==> src/hw/rtl/tcc_pkg.sv <==
// ----------------------------------------------------------------------------
// tcc_pkg
// Status codes, register map and control types of the circumcenter pipeline.
// ----------------------------------------------------------------------------
`default_nettype none

package tcc_pkg;

  localparam logic [1:0] STATUS_OK        = 2'd0;
  localparam logic [1:0] STATUS_COLLINEAR = 2'd1;
  localparam logic [1:0] STATUS_SATURATED = 2'd2;

  localparam logic        REG_COLLINEAR_LIMIT = 1'b0;
  localparam logic [31:0] LIMIT_RESET         = 32'd429;

  typedef struct packed {
    logic valid;
    logic collinear;
  } tcc_ctl_t;

endpackage

`default_nettype wire

==> src/hw/rtl/tcc_cfg.sv <==
// ----------------------------------------------------------------------------
// tcc_cfg
// APB register block holding the collinear limit.
// ----------------------------------------------------------------------------
`default_nettype none

module tcc_cfg (
  input  wire logic        clk,
  input  wire logic        rst,
  input  wire logic        psel,
  input  wire logic        penable,
  input  wire logic        pwrite,
  input  wire logic [2:0]  paddr,
  input  wire logic [31:0] pwdata,
  output logic [31:0]      prdata,
  output logic             pready,
  output logic [31:0]      limit
);
  import tcc_pkg::*;

  logic hit;

  assign hit    = (paddr[2] == REG_COLLINEAR_LIMIT);
  assign pready = 1'b1;
  assign prdata = hit ? limit : 32'd0;

  always_ff @(posedge clk) begin
    if (rst) begin
      limit <= LIMIT_RESET;
    end else if (psel && penable && pwrite && hit) begin
      limit <= pwdata;
    end
  end

endmodule

`default_nettype wire

==> config.mk <==
export PLATFORM = sky130hd
export DESIGN_NAME = tcc_cfg
export DESIGN_NICKNAME = d
export VERILOG_FILES = /design/src/hw/rtl/tcc_pkg.sv /design/src/hw/rtl/tcc_cfg.sv
export SDC_FILE = /design/constraint.sdc
export NUM_CORES = 1
export LEC_CHECK = 0
export BUFFER_PORTS_ARGS = -buffer_cell sky130_fd_sc_hd__buf_2
export CAP_MARGIN = 20
export CORE_MARGIN = 2
export CORE_UTILIZATION = 46
export CTS_CLUSTER_SIZE = 40
export DETAILED_ROUTE_END_ITERATION = 10
export GPL_TIMING_DRIVEN = 1
export PLACE_DENSITY_LB_ADDON = 0.08
export SYNTH_ARGS = -nofsm -noshare
export SYNTH_HDL_FRONTEND = slang
export SYNTH_SLANG_ARGS = --single-unit
==> constraint.sdc <==
create_clock -name clk -period 2.8 [get_ports clk]
set_input_delay 0.42 -clock clk [delete_from_list [all_inputs] [get_ports clk]]
set_output_delay 0.42 -clock clk [all_outputs]
set_load 0.03 [all_outputs]
==> impl_metrics.csv, run 1 <==
group,metric,value,unit
setup_path,cp-start-kind,"input pin",
setup_path,reg2reg_slack,2.16,ns
sta,final-setup-viol-count,0,
final_layout,layout.cells.most_common,"sky130_fd_sc_hd__buf_2",
final_layout,number_of_inserted_filler_cells_in_the_final_layout,313,
detailed_routing,routed_wl,3.32,mm
setup_path,timing.critical_path.required,2.38,ns
global_route,grt_pass1_vias,1221,
clock_tree,cts.hold.buffers_added,0,
sta,timing.setup.tns,0,ns
clock_tree,clkLatencyLatePin,0.33,ns
setup_path,critical_path_cell_list,"buf_2, and2b_2, buf_2",
placement,dpl-instance-area,2130,sq um
job,cap_viol_max_count,0,
global_route,grt_antenna_before_repair,0,
power,finalPower,0.910,mW
logic_synthesis,synthesis.yosys.warnings,0,
clock_tree,htree_levels,2,
power,switchingPower,0.240,mW
power,share_clk_of_total_power,0.317,
final_layout,antenna_diodes,0,
floorplan,i_o_pin_cnt,105,
clock_tree,clk_pin_slew,0.09,ns
setup_path,cpLargestDelayFamily,"buffers and inverters",
min_path,min_path_cells,3,
power,p_leak,1.05,nW
floorplan,initial_standard_cell_utilization_of_the_core,0.488,
setup_path,worstReg2RegEnd,"limit[8]",
clock_tree,cts_root_buffer,"sky130_fd_sc_hd__clkbuf_4",
global_route,grt_max_degree,65,
outcome,outcome,"finished, final reports clean",
sta,grt_setup_unrepaired,"no",
floorplan,chipWidth,64.2,um
logic_synthesis,synthesis.area_per_instance,9.42,sq um
setup_path,worstRegToRegCells,2,
power,irDropWorstVdd,0.000315,V
sta,whs,0.335,ns
logic_synthesis,postSynthRegisterBits,32,
floorplan,core-area,3420,sq um
final_layout,layout.nets,311,
sta,final_critical_path_setup_slack,1.06,ns
sta,layout_min_cycle_time,1.74,ns
min_path,worstHoldEndpoint,"limit[6]",
final_layout,synthToLayoutAreaGrowth,32.0,%
clock_tree,cts_inserted_buffers,5,
clock_tree,tritoncts_clock_tree,"yes",
min_path,worstHoldStart,"pwdata[6]",
clock_tree,clock-sinks,32,
detailed_routing,via_count,1406,
setup_path,delay_of_the_slowest_cell_on_the_worst_path,0.44,ns
setup_path,cp.buffers_inverters,2,
global_route,grt_overflow,0,
setup_path,critPathSlowestCell,"sky130_fd_sc_hd__buf_2",
setup_path,worst-path-max-fanout,33,
final_layout,drive_above_1_share,0.413,
sta,post-route-period-util,0.620,
placement,port-buffer-count,101,
detailed_routing,dr.first_iter.drc_count,47,
floorplan,die_area,4120,sq um
clock_tree,clockBufferDepth,2,
setup_path,critical_path.endpoint_type,"primary output",
detailed_routing,drt_pass1_iterations,3,
final_layout,final_cell_area,2200,sq um
power,power.density,414,nW/um^2
global_route,globalRouteTotalUtil,0.164,
floorplan,chipHeight,64.2,um
placement,hpwl,2.31,mm
detailed_routing,detail_route.wl_per_cell,10.5,um
logic_synthesis,yosysSeqAreaShare,0.384,
clock_tree,postCtsSetupRepairBufs,0,
sta,clock-skew-final,0,ns
sta,worstMarginPinSlew,0.761,ns
final_layout,registers_with_the_most_flip_flops,"limit x32",
setup_path,cpMostUsedCell,"sky130_fd_sc_hd__buf_2",
logic_synthesis,synthesis.instances,177,
setup_path,worstReg2RegStart,"limit[8]",
detailed_routing,antenna_violating_nets_post_route,0,
detailed_routing,drc,0,
sta,relSlewSlack,0.493,
final_layout,layout_common_cells,"sky130_fd_sc_hd__buf_2 (101), sky130_fd_sc_hd__nand2b_1 (52), sky130_fd_sc_hd__mux2i_1 (32), sky130_fd_sc_hd__dfxtp_1 (32), sky130_fd_sc_hd__nor2b_1 (30)",
logic_synthesis,mappedNetlistArea,1670,sq um
setup_path,data_arrival_time_of_the_critical_path,1.32,ns
min_path,worst_hold_path_type,"input pin to flop",
power,internal_power,0.670,mW
power,sequential_share_of_power,0.518,
power,power_frac_comb,0.165,
global_route,wire_length_of_the_first_global_routing_pass,5.26,mm
detailed_routing,via_per_inst,4.44,
logic_synthesis,synth.net_count,217,
floorplan,count_of_standard_cell_rows,21,
setup_path,timing_worst_setup_path_type,"input pin to primary output",
sta,final_hold_viol_count,0,
placement,worst_slack_placed,0.789,ns
final_layout,register_containing_the_most_flip_flops_in_the_final_layout,"limit",
placement,finalWeightedCongestion,0.694,
sta,number_of_pins_exceeding_their_max_slew_limit_in_the_final_report,0,
logic_synthesis,netlist-cell-type-count,12,
sta,fmax,576,MHz
clock_tree,post_cts.resized_instances,0,
power,power.switching_fraction,0.263,
final_layout,number_of_flip_flops_under_the_largest_register_name,32,
[through the flow]
stage	util	cells
floorplan	-	177
global placement	0.625	310
detailed placement	0.625	310
CTS	0.644	317
global route	0.644	317
finish	0.644	317
[power by group through the flow]
stage	sequential, mW	combinational [mW]	clock [mW]
2_1_floorplan	0.502	0.0871	0
3_3_place_gp	0.482	0.151	0
3_5_place_dp	0.482	0.152	0
4_1_cts	0.472	0.152	0.303
5_1_grt	0.473	0.163	0.316
6_report	0.472	0.150	0.288
[cell usage after synthesis]
master,n,area (sq um)
sky130_fd_sc_hd__nand2b_1,52,325
sky130_fd_sc_hd__dfxtp_1,32,641
sky130_fd_sc_hd__mux2i_1,32,320
sky130_fd_sc_hd__nor2b_1,30,188
sky130_fd_sc_hd__nor2_1,12,45.0
sky130_fd_sc_hd__clkbuf_1,10,37.5
sky130_fd_sc_hd__buf_12,3,60.1
sky130_fd_sc_hd__and2b_2,2,17.5
sky130_fd_sc_hd__and4b_1,1,10.0
sky130_fd_sc_hd__buf_4,1,7.51
sky130_fd_sc_hd__buf_6,1,11.3
sky130_fd_sc_hd__conb_1,1,3.75
[logic make-up (layout without fill, tap and decap cells)]
kind of cell           count (synthesis)  after routing  synth area share
AND/OR/NAND/NOR                       97             97             0.351
buffers and inverters                 15            109            0.0698
flip-flops                            32             32             0.384
other                                  1              1           0.00225
multiplexers                          32             32             0.192
[how the worst max path moves through the flow]
| stage | endpoint | slack [ns] | depth (start not counted) | startpoint |
|---|---|---|---|---|
| 4_1_cts | prdata[31] | 1.04 | 3 | paddr[2] |
| 6_report | prdata[31] | 1.06 | 3 | paddr[2] |
| 3_5_place_dp | limit[18] | 0.79 | 4 | paddr[2] |
| 3_3_place_gp | limit[10] | 0.82 | 4 | paddr[2] |
| 5_1_grt | prdata[31] | 0.98 | 3 | paddr[2] |
| 2_1_floorplan | prdata[0] | 1.32 | 2 | paddr[2] |
[routing by layer]
metal | vias up | global-route usage | part of all wire
li1 | 741 | - | -
met1 | 601 | 0.181 | 0.44
met2 | 58 | 0.281 | 0.46
met3 | 6 | 0.0475 | 0.079
met4 | 0 | 0.0878 | 0.015
met5 | - | 0 | 0
[cell type report]
| cell class | instances | area, sq um | area share |
|---|---|---|---|
| multi-input cells | 130 | 911 | 0.414 |
| flip-flops and latches | 32 | 641 | 0.291 |
| repair buffers | 102 | 526 | 0.239 |
| clock buffers | 7 | 65.1 | 0.0296 |
| well taps | 46 | 57.6 | 0.0262 |
[worst min-delay path: cells and delay by family]
family	cells	cell delay [ns]
AND/OR/NAND/NOR	1	0.05
multiplexers	1	0.06
buffers and inverters	1	0.09
No activity file was read; power rests on OpenSTA's default activity.
==> inputs of run 2 (changes only) <==
--- a/config.mk
+++ b/config.mk
@@ -8,7 +8,7 @@
 export BUFFER_PORTS_ARGS = -buffer_cell sky130_fd_sc_hd__buf_2
 export CAP_MARGIN = 20
 export CORE_MARGIN = 2
-export CORE_UTILIZATION = 46
+export CORE_UTILIZATION = 38
 export CTS_CLUSTER_SIZE = 40
 export DETAILED_ROUTE_END_ITERATION = 10
 export GPL_TIMING_DRIVEN = 1
==> constraint.sdc (replaced) <==
create_clock -name clk -period 1.4 [get_ports clk]
set_input_delay 0.21 -clock clk [delete_from_list [all_inputs] [get_ports clk]]
set_output_delay 0.21 -clock clk [all_outputs]
set_load 0.03 [all_outputs]
==> run 2 against run 1 <==
Routed wire length is 3.9% higher. Worst hold slack got worse by 0.16 ns. Count of clock-buffer cells in the layout decreased by 1. First-iteration DRC count is 2.1% higher. Total power up 120%. Worst setup slack lost 0.87 ns. Combinational power rose by 110%. Global-route usage shrank 2.3 points. Clock skew unchanged. Die area increased by 20%. Sequential cell count did not move. Critical path type is now flop to primary output. Critical endpoint is now prdata[21].
==> impl_metrics.csv, run 2 (synthesized netlist as in run 1, its figures left out) <==
group,metric,value,unit
outcome,outcome,"finished, final reports clean",
power,internal_power,1.46,mW
global_route,grt_antenna_before_repair,0,
power,finalPower,1.98,mW
detailed_routing,drc,0,
job,cap_viol_max_count,0,
power,power.density,864,nW/um^2
power,irDropWorstVdd,0.000468,V
setup_path,worstReg2RegStart,"limit[24]",
min_path,worst_hold_path_type,"input pin to flop",
floorplan,count_of_standard_cell_rows,24,
min_path,worstHoldStart,"pwdata[17]",
power,sequential_share_of_power,0.477,
global_route,grt_max_degree,65,
global_route,globalRouteTotalUtil,0.141,
sta,timing.setup.tns,0,ns
final_layout,multi_input_area,911,sq um
detailed_routing,antenna_violating_nets_post_route,0,
clock_tree,cts.hold.buffers_added,0,
sta,fmax,832,MHz
clock_tree,post_cts.resized_instances,0,
setup_path,timing.critical_path.required,1.19,ns
detailed_routing,via_per_inst,4.36,
detailed_routing,via_count,1430,
detailed_routing,detail_route.wl_per_cell,10.5,um
global_route,wire_length_of_the_first_global_routing_pass,5.58,mm
clock_tree,clk_pin_slew,0.07,ns
sta,whs,0.179,ns
final_layout,registers_with_the_most_flip_flops,"limit x32",
sta,clock-skew-final,0,ns
final_layout,synthToLayoutAreaGrowth,37.4,%
clock_tree,cts_inserted_buffers,5,
setup_path,worstReg2RegEnd,"limit[24]",
sta,number_of_pins_exceeding_their_max_slew_limit_in_the_final_report,0,
final_layout,drive_above_1_share,0.424,
placement,finalWeightedCongestion,0.672,
final_layout,layout.nets,315,
power,p_leak,1.09,nW
final_layout,number_of_inserted_filler_cells_in_the_final_layout,432,
sta,final_hold_viol_count,0,
power,switchingPower,0.519,mW
power,power_frac_comb,0.159,
global_route,grt_overflow,0,
floorplan,i_o_pin_cnt,105,
sta,layout_min_cycle_time,1.20,ns
clock_tree,tritoncts_clock_tree,"yes",
global_route,grt_pass1_vias,1239,
power,share_clk_of_total_power,0.364,
floorplan,chipWidth,70.2,um
placement,port-buffer-count,101,
clock_tree,clock-sinks,32,
floorplan,die_area,4930,sq um
final_layout,layout.area.seq,641,sq um
sta,post-route-period-util,0.859,
final_layout,antenna_diodes,0,
setup_path,worst-path-max-fanout,3,
setup_path,critical_path.endpoint_type,"primary output",
detailed_routing,dr.first_iter.drc_count,48,
detailed_routing,drt_pass1_iterations,3,
placement,hpwl,2.52,mm
sta,grt_setup_unrepaired,"no",
final_layout,layout_common_cells,"sky130_fd_sc_hd__buf_2 (101), sky130_fd_sc_hd__nand2b_1 (52), sky130_fd_sc_hd__mux2i_1 (32), sky130_fd_sc_hd__dfxtp_1 (32), sky130_fd_sc_hd__nor2b_1 (30)",
clock_tree,cts_root_buffer,"sky130_fd_sc_hd__clkbuf_8",
final_layout,layout.cells.most_common,"sky130_fd_sc_hd__buf_2",
min_path,worstHoldEndpoint,"limit[17]",
final_layout,number_of_flip_flops_under_the_largest_register_name,32,
detailed_routing,routed_wl,3.45,mm
sta,final-setup-viol-count,0,
setup_path,data_arrival_time_of_the_critical_path,0.99,ns
floorplan,core-area,4290,sq um
min_path,min_path_cells,3,
setup_path,worstRegToRegCells,2,
power,power.switching_fraction,0.262,
floorplan,chipHeight,70.2,um
floorplan,initial_standard_cell_utilization_of_the_core,0.388,
clock_tree,postCtsSetupRepairBufs,0,
clock_tree,clockBufferDepth,2,
final_layout,register_containing_the_most_flip_flops_in_the_final_layout,"limit",
setup_path,timing_worst_setup_path_type,"flop to primary output",
clock_tree,htree_levels,2,
setup_path,reg2reg_slack,0.80,ns
clock_tree,clkLatencyLatePin,0.28,ns
setup_path,cp-start-kind,"flop",
==> run 2: cell types whose count changed in the layout (fill, tap and decap cells not counted), sizes merged <==
cell | before | now
buf | 102 | 106
clkinv | 0 | 2
clkbuf | 7 | 6
==> run 2: through the flow <==
step	setup WS [ns]	cells	utilization	area (sq um)
floorplan	0.179	177	-	1670
detailed placement	0.259	320	0.512	2200
global route	0.115	328	0.533	2290
finish	0.198	328	0.533	2290
global placement	0.260	320	0.512	2200
CTS	0.188	328	0.533	2290
==> run 2: layout make-up <==
| cell class | instances | area share |
|---|---|---|
| clock buffer | 6 | 0.0361 |
| clock inverter | 2 | 0.00437 |
| multi-input combinational | 130 | 0.398 |
| sequential | 32 | 0.280 |
| tap | 52 | 0.0284 |
| timing repair buffer | 106 | 0.254 |
==> run 2: worst max-delay path by stage <==
stage | startpoint | endpoint | slack [ns] | depth (start not counted)
6_report | limit[21] | prdata[21] | 0.20 | 2
5_1_grt | limit[16] | prdata[16] | 0.12 | 2
4_1_cts | limit[21] | prdata[21] | 0.19 | 2
3_5_place_dp | paddr[2] | prdata[29] | 0.26 | 4
3_3_place_gp | paddr[2] | prdata[29] | 0.26 | 4
2_1_floorplan | limit[10] | prdata[10] | 0.18 | 1
==> run 2: power by group through the flow <==
| stage | Clock [mW] | Sequential (mW) | Combinational (mW) |
|---|---|---|---|
| 4_1_cts | 0.752 | 0.944 | 0.319 |
| 3_5_place_dp | 0 | 0.965 | 0.318 |
| 2_1_floorplan | 0 | 1.00 | 0.174 |
| 5_1_grt | 0.794 | 0.947 | 0.341 |
| 3_3_place_gp | 0 | 0.965 | 0.316 |
| 6_report | 0.721 | 0.944 | 0.314 |
==> run 2: worst max-delay path, stage by stage, from the launching register on <==
cell and delay [ns]:
sky130_fd_sc_hd__dfxtp_1 0.35, sky130_fd_sc_hd__nor2b_1 0.15, sky130_fd_sc_hd__buf_2 0.21
==> run 2: metal layers <==
layer | up-vias | wire (um) | GRT usage
met1 | 620 | 1600 | 0.171
met5 | - | 0 | 0
li1 | 749 | - | -
met3 | 4 | 280 | 0.0592
met4 | 0 | 49 | 0.0449
met2 | 57 | 1520 | 0.225
==> inputs of run 3 (changes only) <==
--- a/config.mk
+++ b/config.mk
@@ -13,6 +13,7 @@
 export DETAILED_ROUTE_END_ITERATION = 10
 export GPL_TIMING_DRIVEN = 1
 export PLACE_DENSITY_LB_ADDON = 0.08
+export RECOVER_POWER = 50
 export SYNTH_ARGS = -nofsm -noshare
 export SYNTH_HDL_FRONTEND = slang
 export SYNTH_SLANG_ARGS = --single-unit
==> run 3 against run 2 <==
Total power shrank 0.38%. Sequential share of layout area rose by 0.66 points. Combinational power decreased by 3%. Count of clock-buffer cells in the layout is the same. Sequential cell count is the same. Clock power barely moved. Clock skew is the same. Sequential power is essentially flat. Critical path depth is the same.
==> impl_metrics.csv, run 3 (synthesized netlist as in run 1, its figures left out) <==
group,metric,value,unit
outcome,outcome,"finished, final reports clean",
final_layout,final_cell_area,2240,sq um
setup_path,cp-start-kind,"flop",
setup_path,reg2reg_slack,0.78,ns
floorplan,chipWidth,70.2,um
setup_path,critPathSlowestCell,"sky130_fd_sc_hd__dfxtp_1",
final_layout,antenna_diodes,0,
global_route,wire_length_of_the_first_global_routing_pass,5.58,mm
detailed_routing,detail_route.wl_per_cell,10.5,um
final_layout,registers_with_the_most_flip_flops,"limit x32",
detailed_routing,dr.first_iter.drc_count,48,
sta,layout_min_cycle_time,1.20,ns
min_path,worst_hold_path_type,"input pin to flop",
floorplan,i_o_pin_cnt,105,
power,irDropWorstVdd,0.000466,V
setup_path,critical_path.endpoint_type,"primary output",
setup_path,worstReg2RegStart,"limit[2]",
setup_path,timing_worst_setup_path_type,"flop to primary output",
sta,whs,0.179,ns
final_layout,drive_above_1_share,0.359,
clock_tree,postCtsSetupRepairBufs,0,
setup_path,cp-endpoint,"prdata[21]",
setup_path,worst-path-max-fanout,3,
global_route,grt_antenna_before_repair,0,
sta,post-route-period-util,0.859,
global_route,grt_overflow,0,
setup_path,critical_path_cell_list,"nor2b_1, buf_2",
clock_tree,clock-sinks,32,
final_layout,synthToLayoutAreaGrowth,34.2,%
clock_tree,tritoncts_clock_tree,"yes",
placement,dpl-instance-area,2200,sq um
global_route,globalRouteTotalUtil,0.141,
sta,number_of_pins_exceeding_their_max_slew_limit_in_the_final_report,0,
job,cap_viol_max_count,0,
setup_path,data_arrival_time_of_the_critical_path,0.99,ns
detailed_routing,routed_wl,3.45,mm
setup_path,delay_of_the_slowest_cell_on_the_worst_path,0.35,ns
final_layout,layout.cells.most_common,"sky130_fd_sc_hd__buf_2",
final_layout,layout.area.seq,641,sq um
placement,numPlacedInstances,320,
final_layout,number_of_flip_flops_under_the_largest_register_name,32,
final_layout,layout.nets,315,
clock_tree,clockBufferDepth,2,
detailed_routing,drc,0,
sta,worstMarginPinSlew,0.586,ns
final_layout,register_containing_the_most_flip_flops_in_the_final_layout,"limit",
sta,relSlewSlack,0.610,
floorplan,initial_standard_cell_utilization_of_the_core,0.388,
clock_tree,cts_root_buffer,"sky130_fd_sc_hd__clkbuf_8",
clock_tree,clk_pin_slew,0.07,ns
clock_tree,htree_levels,2,
placement,port-buffer-count,101,
final_layout,multi_input_area,910,sq um
placement,finalWeightedCongestion,0.672,
detailed_routing,via_count,1425,
sta,fmax,832,MHz
final_layout,number_of_inserted_filler_cells_in_the_final_layout,439,
floorplan,die_area,4930,sq um
sta,clock-skew-final,0,ns
floorplan,count_of_standard_cell_rows,24,
clock_tree,cts_inserted_buffers,5,
final_layout,layout_common_cells,"sky130_fd_sc_hd__buf_2 (84), sky130_fd_sc_hd__nand2b_1 (52), sky130_fd_sc_hd__mux2i_1 (32), sky130_fd_sc_hd__dfxtp_1 (32), sky130_fd_sc_hd__nor2b_1 (30)",
detailed_routing,via_per_inst,4.34,
setup_path,worstReg2RegEnd,"limit[2]",
final_layout,instances_no_fill,328,
setup_path,worstRegToRegCells,2,
sta,final_hold_viol_count,0,
detailed_routing,drt_pass1_iterations,3,
clock_tree,post_cts.resized_instances,0,
sta,final-setup-viol-count,0,
power,finalPower,1.97,mW
global_route,grt_max_degree,65,
placement,hpwl,2.52,mm
power,p_leak,1.02,nW
power,power.density,881,nW/um^2
global_route,grt_pass1_vias,1239,
setup_path,cp-startpoint,"limit[21]",
floorplan,chipHeight,70.2,um
clock_tree,cts.hold.buffers_added,0,
clock_tree,clkLatencyLatePin,0.28,ns
setup_path,timing.critical_path.required,1.19,ns
sta,timing.setup.tns,0,ns
floorplan,core-area,4290,sq um
sta,grt_setup_unrepaired,"no",
detailed_routing,antenna_violating_nets_post_route,0,
[run 3: worst min-delay path by stage]
stage,cells after the start,to,start,slack [ns]
after global routing,3,limit[17],pwdata[17],0.17
after CTS,3,limit[17],pwdata[17],0.17
after floorplan,2,limit[10],pwdata[10],0.37
after global placement,2,limit[13],limit[13],0.47
final,3,limit[17],pwdata[17],0.18
after detailed placement,2,limit[18],limit[18],0.47
[run 3: cell type report]
| type | instances | share of cell area |
|---|---|---|
| multi-input cells | 130 | 0.407 |
| flip-flops and latches | 32 | 0.286 |
| repair buffers | 106 | 0.237 |
| well taps | 52 | 0.0291 |
| clock inverters | 2 | 0.00447 |
| clock buffers | 6 | 0.0369 |
[run 3: layer usage]
layer  track usage  vias to the layer above  routed length [um]
met5             0                        -                   0
met4        0.0449                        0                  49
met3        0.0592                        4                 274
met2         0.225                       57                1520
met1         0.171                      614                1600
li1              -                      750                   -
[run 3: where the power goes]
group | internal [mW] | switching, mW | total [mW] | leakage [nW]
Combinational | 0.130 | 0.176 | 0.306 | 0.714
Clock | 0.392 | 0.329 | 0.721 | 0.0510
Sequential | 0.931 | 0.0139 | 0.945 | 0.259
Total | 1.45 | 0.519 | 1.97 | 1.02
[run 3: metrics by stage]
step                utilization  setup WS (ns)
floorplan                     -          0.179
global placement          0.512          0.260
detailed placement        0.512          0.259
CTS                       0.533          0.188
global route              0.521          0.115
finish                    0.521          0.197
[run 3: worst max-delay path, delay by kind of cell (launching register included)]
kind	cells	cell delay, ns
buf+inv	1	0.21
flops	1	0.35
simple gates	1	0.15
